$ cat src/hdl/skvt_pkg.sv
// ----------------------------------------------------------------------------
// skvt_pkg: shared types and constants of the sorted key/value table
// Capacity, index widths, request and response payloads, codes, FSM states.
// ----------------------------------------------------------------------------
`default_nettype none

package skvt_pkg;

    localparam int CAPACITY = 16;
    localparam int ADDR_W   = $clog2(CAPACITY);
    localparam int CNT_W    = $clog2(CAPACITY + 1);
    localparam int KEY_W    = 32;
    localparam int VAL_W    = 32;
    localparam int ENTRY_W  = KEY_W + VAL_W;

    // request kinds
    localparam logic [1:0] OP_INSERT = 2'd0;
    localparam logic [1:0] OP_REMOVE = 2'd1;
    localparam logic [1:0] OP_LOOKUP = 2'd2;

    // response status codes
    localparam logic [1:0] STAT_OK      = 2'd0;
    localparam logic [1:0] STAT_DUP     = 2'd1;
    localparam logic [1:0] STAT_MISSING = 2'd2;
    localparam logic [1:0] STAT_FULL    = 2'd3;

    typedef struct packed {
        logic [1:0]               op;
        logic signed [KEY_W-1:0]  key;
        logic signed [VAL_W-1:0]  value;
    } req_t;

    typedef struct packed {
        logic [1:0]               status;
        logic signed [VAL_W-1:0]  found_value;
        logic [4:0]               entries_held;
    } rsp_t;

    typedef enum logic [3:0] {
        ST_IDLE,
        ST_SRCH_RD,
        ST_SRCH_CMP,
        ST_EXEC,
        ST_INS_RD,
        ST_INS_WR,
        ST_INS_NEW,
        ST_REM_RD,
        ST_REM_WR,
        ST_DONE
    } state_t;

endpackage

`default_nettype wire

$ cat src/hdl/skvt_ram.sv
// ----------------------------------------------------------------------------
// skvt_ram: generic simple dual-port RAM
// One write port, one read port, registered read data.
// ----------------------------------------------------------------------------
`default_nettype none

module skvt_ram #(
    parameter int WIDTH = 8,
    parameter int DEPTH = 16
) (
    input  wire logic                     clk,
    input  wire logic                     wr_en,
    input  wire logic [$clog2(DEPTH)-1:0] wr_addr,
    input  wire logic [WIDTH-1:0]         wr_data,
    input  wire logic [$clog2(DEPTH)-1:0] rd_addr,
    output logic      [WIDTH-1:0]         rd_data
);

    logic [WIDTH-1:0] mem [DEPTH];

    always_ff @(posedge clk)
    begin
        if (wr_en)
        begin
            mem[wr_addr] <= wr_data;
        end
        rd_data <= mem[rd_addr];
    end

endmodule

`default_nettype wire

$ cat src/hdl/sorted_key_value_table_top.sv
// ----------------------------------------------------------------------------
// sorted_key_value_table_top: sorted key/value table
// Ordered table of unique signed keys with values; insert, remove, lookup.
// ----------------------------------------------------------------------------
// Holds up to CAPACITY (16) entries in ascending signed key order in one RAM
// of {key, value} words. Each request transfer is served by a small sequencer
// around that RAM and one shared comparator: a linear ordered search reads one
// entry at a time until it finds the first key not below the request key or
// runs past the last entry, then an insert shifts the later entries up and
// writes the new entry, and a remove shifts the later entries down. Each
// search or shift step reads through the RAM's single read port and waits
// for its registered read data before it compares or writes. req_ready is
// high only while the sequencer is idle. The response sits in an output
// register, so a new request is taken while an earlier response still waits
// for rsp_ready.
// Status: 0 done/found, 1 duplicate key (checked before full), 2 not found or
// unused op, 3 table full. found_value is zero unless a remove or lookup hit.
// ----------------------------------------------------------------------------
`default_nettype none

module sorted_key_value_table_top (
    input  wire logic          clk,
    input  wire logic          rst_n,
    input  wire logic          req_valid,
    output logic               req_ready,
    input  wire skvt_pkg::req_t req,
    output logic               rsp_valid,
    input  wire logic          rsp_ready,
    output skvt_pkg::rsp_t     rsp
);

    import skvt_pkg::*;

    // sequencer state and working registers
    state_t               state_reg,  state_next;
    logic [CNT_W-1:0]     count_reg,  count_next;   // entries held
    logic [CNT_W-1:0]     idx_reg,    idx_next;     // search / shift index
    logic [CNT_W-1:0]     pos_reg,    pos_next;     // ordered slot
    logic                 hit_reg,    hit_next;
    logic [VAL_W-1:0]     hval_reg,   hval_next;    // value of the hit entry
    logic [1:0]           status_reg, status_next;
    logic [VAL_W-1:0]     fval_reg,   fval_next;
    req_t                 req_reg,    req_next;

    // response register
    logic                 rsp_valid_reg, rsp_valid_next;
    rsp_t                 rsp_reg,       rsp_next;

    // RAM port
    logic                 wr_en;
    logic [ADDR_W-1:0]    wr_addr;
    logic [ENTRY_W-1:0]   wr_data;
    logic [ADDR_W-1:0]    rd_addr;
    logic [ENTRY_W-1:0]   rd_data;

    logic signed [KEY_W-1:0] rd_key;
    logic [VAL_W-1:0]        rd_val;
    logic                    rsp_free;

    assign rd_key   = rd_data[ENTRY_W-1:VAL_W];
    assign rd_val   = rd_data[VAL_W-1:0];
    assign rsp_free = !rsp_valid_reg || rsp_ready;

    skvt_ram #(
        .WIDTH (ENTRY_W),
        .DEPTH (CAPACITY)
    ) u_ram (
        .clk     (clk),
        .wr_en   (wr_en),
        .wr_addr (wr_addr),
        .wr_data (wr_data),
        .rd_addr (rd_addr),
        .rd_data (rd_data)
    );

    always_ff @(posedge clk or negedge rst_n)
    begin
        if (!rst_n)
        begin
            state_reg     <= ST_IDLE;
            count_reg     <= '0;
            rsp_valid_reg <= 1'b0;
        end
        else
        begin
            state_reg     <= state_next;
            count_reg     <= count_next;
            rsp_valid_reg <= rsp_valid_next;
        end
    end

    always_ff @(posedge clk)
    begin
        idx_reg    <= idx_next;
        pos_reg    <= pos_next;
        hit_reg    <= hit_next;
        hval_reg   <= hval_next;
        status_reg <= status_next;
        fval_reg   <= fval_next;
        req_reg    <= req_next;
        rsp_reg    <= rsp_next;
    end

    always_comb
    begin
        logic [CNT_W:0] idx_dec;
        logic [CNT_W:0] idx_inc;
        logic [CNT_W:0] idx_inc2;
        logic [CNT_W:0] pos_inc;

        idx_dec  = {1'b0, idx_reg} - 1'b1;
        idx_inc  = {1'b0, idx_reg} + 1'b1;
        idx_inc2 = {1'b0, idx_reg} + 2'd2;
        pos_inc  = {1'b0, pos_reg} + 1'b1;

        state_next     = state_reg;
        count_next     = count_reg;
        idx_next       = idx_reg;
        pos_next       = pos_reg;
        hit_next       = hit_reg;
        hval_next      = hval_reg;
        status_next    = status_reg;
        fval_next      = fval_reg;
        req_next       = req_reg;
        rsp_valid_next = rsp_valid_reg;
        rsp_next       = rsp_reg;

        req_ready = 1'b0;
        wr_en     = 1'b0;
        wr_addr   = idx_reg[ADDR_W-1:0];
        wr_data   = rd_data;
        rd_addr   = idx_reg[ADDR_W-1:0];

        if (rsp_valid_reg && rsp_ready)
        begin
            rsp_valid_next = 1'b0;
        end

        case (state_reg)
            ST_IDLE:
            begin
                req_ready = 1'b1;
                if (req_valid)
                begin
                    req_next   = req;
                    idx_next   = '0;
                    state_next = ST_SRCH_RD;
                end
            end

            ST_SRCH_RD:
            begin
                if (idx_reg == count_reg)
                begin
                    pos_next   = idx_reg;
                    hit_next   = 1'b0;
                    state_next = ST_EXEC;
                end
                else
                begin
                    state_next = ST_SRCH_CMP;
                end
            end

            ST_SRCH_CMP:
            begin
                if (rd_key < req_reg.key)
                begin
                    idx_next   = idx_inc[CNT_W-1:0];
                    state_next = ST_SRCH_RD;
                end
                else
                begin
                    pos_next   = idx_reg;
                    hit_next   = (rd_key == req_reg.key);
                    hval_next  = rd_val;
                    state_next = ST_EXEC;
                end
            end

            ST_EXEC:
            begin
                status_next = STAT_MISSING;
                fval_next   = '0;
                state_next  = ST_DONE;
                case (req_reg.op)
                    OP_INSERT:
                    begin
                        if (hit_reg)
                        begin
                            status_next = STAT_DUP;
                        end
                        else if ({1'b0, count_reg} >= (CNT_W+1)'(CAPACITY))
                        begin
                            status_next = STAT_FULL;
                        end
                        else
                        begin
                            status_next = STAT_OK;
                            idx_next    = count_reg;
                            state_next  = (count_reg > pos_reg) ? ST_INS_RD : ST_INS_NEW;
                        end
                    end
                    OP_REMOVE:
                    begin
                        if (hit_reg)
                        begin
                            status_next = STAT_OK;
                            fval_next   = hval_reg;
                            idx_next    = pos_reg;
                            if (pos_inc < {1'b0, count_reg})
                            begin
                                state_next = ST_REM_RD;
                            end
                            else
                            begin
                                count_next = count_reg - 1'b1;
                            end
                        end
                    end
                    OP_LOOKUP:
                    begin
                        if (hit_reg)
                        begin
                            status_next = STAT_OK;
                            fval_next   = hval_reg;
                        end
                    end
                    default:
                    begin
                        status_next = STAT_MISSING;
                    end
                endcase
            end

            ST_INS_RD:
            begin
                rd_addr    = idx_dec[ADDR_W-1:0];
                state_next = ST_INS_WR;
            end

            ST_INS_WR:
            begin
                // move entry idx-1 up to idx
                wr_en    = 1'b1;
                wr_addr  = idx_reg[ADDR_W-1:0];
                wr_data  = rd_data;
                idx_next = idx_dec[CNT_W-1:0];
                state_next = (idx_dec[CNT_W-1:0] > pos_reg) ? ST_INS_RD : ST_INS_NEW;
            end

            ST_INS_NEW:
            begin
                wr_en      = 1'b1;
                wr_addr    = pos_reg[ADDR_W-1:0];
                wr_data    = {req_reg.key, req_reg.value};
                count_next = count_reg + 1'b1;
                state_next = ST_DONE;
            end

            ST_REM_RD:
            begin
                rd_addr    = idx_inc[ADDR_W-1:0];
                state_next = ST_REM_WR;
            end

            ST_REM_WR:
            begin
                // move entry idx+1 down to idx
                wr_en    = 1'b1;
                wr_addr  = idx_reg[ADDR_W-1:0];
                wr_data  = rd_data;
                idx_next = idx_inc[CNT_W-1:0];
                if (idx_inc2 < {1'b0, count_reg})
                begin
                    state_next = ST_REM_RD;
                end
                else
                begin
                    count_next = count_reg - 1'b1;
                    state_next = ST_DONE;
                end
            end

            ST_DONE:
            begin
                if (rsp_free)
                begin
                    rsp_valid_next        = 1'b1;
                    rsp_next.status       = status_reg;
                    rsp_next.found_value  = fval_reg;
                    rsp_next.entries_held = 5'(count_reg);
                    state_next            = ST_IDLE;
                end
            end

            default:
            begin
                state_next = ST_IDLE;
            end
        endcase
    end

    assign rsp_valid = rsp_valid_reg;
    assign rsp       = rsp_reg;

    // assertions
    logic rsp_load;
    assign rsp_load = (state_reg == ST_DONE) && rsp_free;

    a_count_bound: assert property (@(posedge clk) disable iff (!rst_n)
        {1'b0, count_reg} <= (CNT_W+1)'(CAPACITY))
        else $error("entry count above capacity");

    a_write_states: assert property (@(posedge clk) disable iff (!rst_n)
        wr_en |-> (state_reg == ST_INS_WR || state_reg == ST_INS_NEW ||
                   state_reg == ST_REM_WR))
        else $error("RAM write outside a shift or insert step");

    a_full_status: assert property (@(posedge clk) disable iff (!rst_n)
        (rsp_load && status_reg == STAT_FULL) |-> ({1'b0, count_reg} ==
                                                   (CNT_W+1)'(CAPACITY)))
        else $error("full status with room left");

    a_insert_count: assert property (@(posedge clk) disable iff (!rst_n)
        (state_reg == ST_INS_NEW) |=> (count_reg == $past(count_reg) + 1'b1))
        else $error("insert did not grow the count");

    a_rsp_hold: assert property (@(posedge clk) disable iff (!rst_n)
        (rsp_valid_reg && !rsp_ready) |=> (rsp_valid_reg && $stable(rsp_reg)))
        else $error("pending response changed");

endmodule

`default_nettype wire
$ cat config.mk
export PLATFORM = sky130hd
export DESIGN_NAME = sorted_key_value_table_top
export DESIGN_NICKNAME = d
export VERILOG_FILES = /design/src/hdl/skvt_pkg.sv /design/src/hdl/skvt_ram.sv /design/src/hdl/sorted_key_value_table_top.sv
export SDC_FILE = /design/constraint.sdc
export NUM_CORES = 2
export LEC_CHECK = 0
export BUFFER_PORTS_ARGS = -buffer_cell sky130_fd_sc_hd__buf_2
export CORE_MARGIN = 1
export CORE_UTILIZATION = 65
export DETAILED_ROUTE_END_ITERATION = 6
export HOLD_SLACK_MARGIN = 0.06
export PLACE_DENSITY = 0.82
export SYNTH_ARGS = -nofsm -noshare
export SYNTH_HDL_FRONTEND = slang
export SYNTH_SLANG_ARGS = --single-unit
$ cat constraint.sdc
create_clock -name clk -period 11 [get_ports clk]
set_clock_uncertainty 0.05 [all_clocks]
set_input_delay 0 -clock clk [delete_from_list [all_inputs] [get_ports clk]]
set_output_delay 0 -clock clk [all_outputs]
set_load 0.1 [all_outputs]
==> flow_summary.ini <==
[synthesis]
muxShareOfSynthArea_pct = 11.9
ys_seq_area_share_pct = 75.0
synth_fa_ha_area_share_pct = 1.63
synthTopCellsByArea = edfxtp_1, mux2i_1, dfxtp_1, a22o_1, a221oi_1
synthArstFlopShare_pct = 0.781
netlist_area_um2 = 50300
ys.flop_type = edfxtp_1
synth_area_leader_cell = edfxtp_1
yosys.area_share.simple_pct = 2.63
synth-xor-area-share_pct = 0.400
synth_area_per_cell_um2 = 17.8
synth_warnings = 0
synth_top_family_by_area = multiplexers
synth_compound_area_share_pct = 6.20
synth_top_area_share_pct = 72.0
yosysUniqueCellTypes = 62
syn-num-nets = 2966
ys_seq_elements = 1280
synth_edf_count = 1206
synth_cells = 2831

[critical_path]
worstPathRequired_ps = 11260
cp_max_fo = 45
critPathLaunchType = register
arrival_ps = 5320
crit_type = reg2reg
cp-end-kind = register
ff2ff_setup_slack_ps = 5950
worstRegToRegCells = 8

[finish]
finalNetCount = 3238
area_delta_synth_final_pct = 13.9
largest_reg_flops = 1024
insertedDiodeCount = 0
drive_gt1_share_pct = 14.7
final_area_um2 = 57300

[hold_path]
hp-class = in2reg
hold_depth = 4

[route]
firstDrtPassIters = 7
drc = 2
avgViaCountPerCell = 6.58
routed_wl_um = 118000
wl_per_cell_um = 27.9
antenna_left = 0
via_count = 27876
drtIter0Drc = 3385

[global_route]
grt_start_max_net_pins = 143
grt_usage_pct = 30.2
grt_overflow = 0
first_global_vias = 28543
grt_pass1_wl_um = 175000
grt_antenna_before_repair = 0

[die]
ios = 111
initial_core_util_pct = 66.0
die_w_um = 280
die_h_um = 280
core_area_um2 = 76200
rows = 101
die_area_um2 = 78500

[cts]
clk_pin_slew_ps = 60
htreeDepth = 3
cts_inserted_buffers = 120
cts.sinks = 1280
cts-root-buf = clkbuf_16
cts_buffer_depth = 3
cts_tree = yes
clk_latency_ps = 690

[sta]
max_slew_margin_pct = 17.9
min_period_ps = 5050
worst_slew_pin_slew_ps = 1230
setup-tns-final_ps = 0
hold_viol = 0
rsz0062_at_grt = no
slew_viol_final = 0
fin_crit_sh_pct = 45.9
setup_viol = 0
fmax_mhz = 198

[run]
cap_violations = 0

[power]
power-per-cell-area_nw_per_um2 = 301
p_leak_nw = 21.6
peakVddDrop_mv = 0.329

[place]
globalplace.congestion = 0.870
port_buffers = 110
place_hpwl_um = 58100
placed_cell_area_um2 = 51900

[outcome]
violations = design-rule violations
outcome = complete, but fails checks
metrics by stage:
step	hold slack (ps)	util, %	std cells	total power [mW]	setup WS (ps)
global route	141	75.2	4239	17.8	5740
detailed placement	-170	68.1	3873	12.9	6120
global placement	-175	68.0	3872	12.6	6200
finish	119	75.2	4239	17.3	5950
CTS	91.2	75.2	4237	17.1	6090
floorplan	-346	-	2831	11.5	6010
what timing repair did:
action | CTS | global route
hold buffers | 136 | 0
resized for setup | 0 | 0
endpoints found under the hold margin | 108 | 0
setup buffers | 0 | 0
layer usage:
metal | GRT usage [%] | part of all wire, % | wire [µm]
met1 | 40.3 | 37 | 44000
met2 | 50.9 | 50 | 59200
met3 | 4.69 | 9.6 | 11300
met4 | 10.7 | 3.0 | 3600
met5 | 0 | 0 | 0
worst paths after layout:
kind                              startpoint          endpoint
worst min-delay path               rsp_ready         rsp_valid
max in group asynchronous              rst_n      state_reg[2]
min in group asynchronous              rst_n         rsp_valid
worst max-delay path            state_reg[1]  u_ram.mem[0][36]
worst min register to register  fval_reg[17]           rsp[22]
worst max register to register  state_reg[1]  u_ram.mem[0][36]
critical path: stages (launching register included):
cell and delay, ps:
dfrtp_1 790, nand2b_1 220, nor2_4 230, clkinv_2 510, buf_4 510, o22ai_1 300
nand2_1 300, nor2_4 890, buf_4 810
cells in the mapped netlist, types with 3 or more instances:
cell type  number
dfrtp_1        10
clkbuf_1       34
inv_1          52
buf_4          22
xor2_1          8
and3_1         35
a31oi_1         8
edfxtp_1     1206
nand2_1       157
dfxtp_1        64
o221ai_1        5
buf_1           5
nand4_1         7
mux2i_1       522
a22o_1        128
o21a_1         10
buf_8           9
o22ai_1         3
a21oi_1        23
buf_6           7
or4_1           3
nand2b_1        6
a221oi_1      108
nand3_1        12
nor3_1         13
nor2_1         35
o21ai_1         3
mux2_2         66
ha_1           64
a21o_1          9
buf_2          78
o211ai_1        4
a221oi_2       20
xnor2_1        15
o21ai_0        39
nor2b_1        10
cells by family (layout without fill, tap and decap cells):
kind of cell	count (synthesis)	after routing
xor gates and xnor gates	23	23
adders and majority gates	65	65
AOI/OAI and AO/OA	375	375
muxes	588	588
buffers and inverters	209	587
DFF	1280	1280
and+or+nand+nor	291	291
report_power, final:
part / total [mW] / internal [mW] / switching [mW]
clock: 4.23 / 2.45 / 1.79
sequential: 6.80 / 6.52 / 0.287
combinational: 6.23 / 2.44 / 3.79
area by class of cell:
cell class | count | area, µm²
clock buffer | 168 | 3410
fill | 4004 | 18900
inverter | 54 | 204
clock inverter | 60 | 659
multi-input combinational | 1342 | 11600
timing repair buffer | 305 | 2380
sequential | 1280 | 37700
tap | 1030 | 1290
placed cells by master (no fill, tap or decap), drive strengths merged, types with 15 or more instances in the layout:
cell type	count
dfxtp	64
clkinv	44
xnor2	15
nand2	157
buf	169
dlygate4sd3	136
nor2	37
clkbuf	168
a21oi	24
o21ai	42
edfxtp	1206
and3	35
a22o	128
inv	56
a221oi	128
mux2	66
ha	64
mux2i	522
No activity file was read; power rests on OpenSTA's default activity.
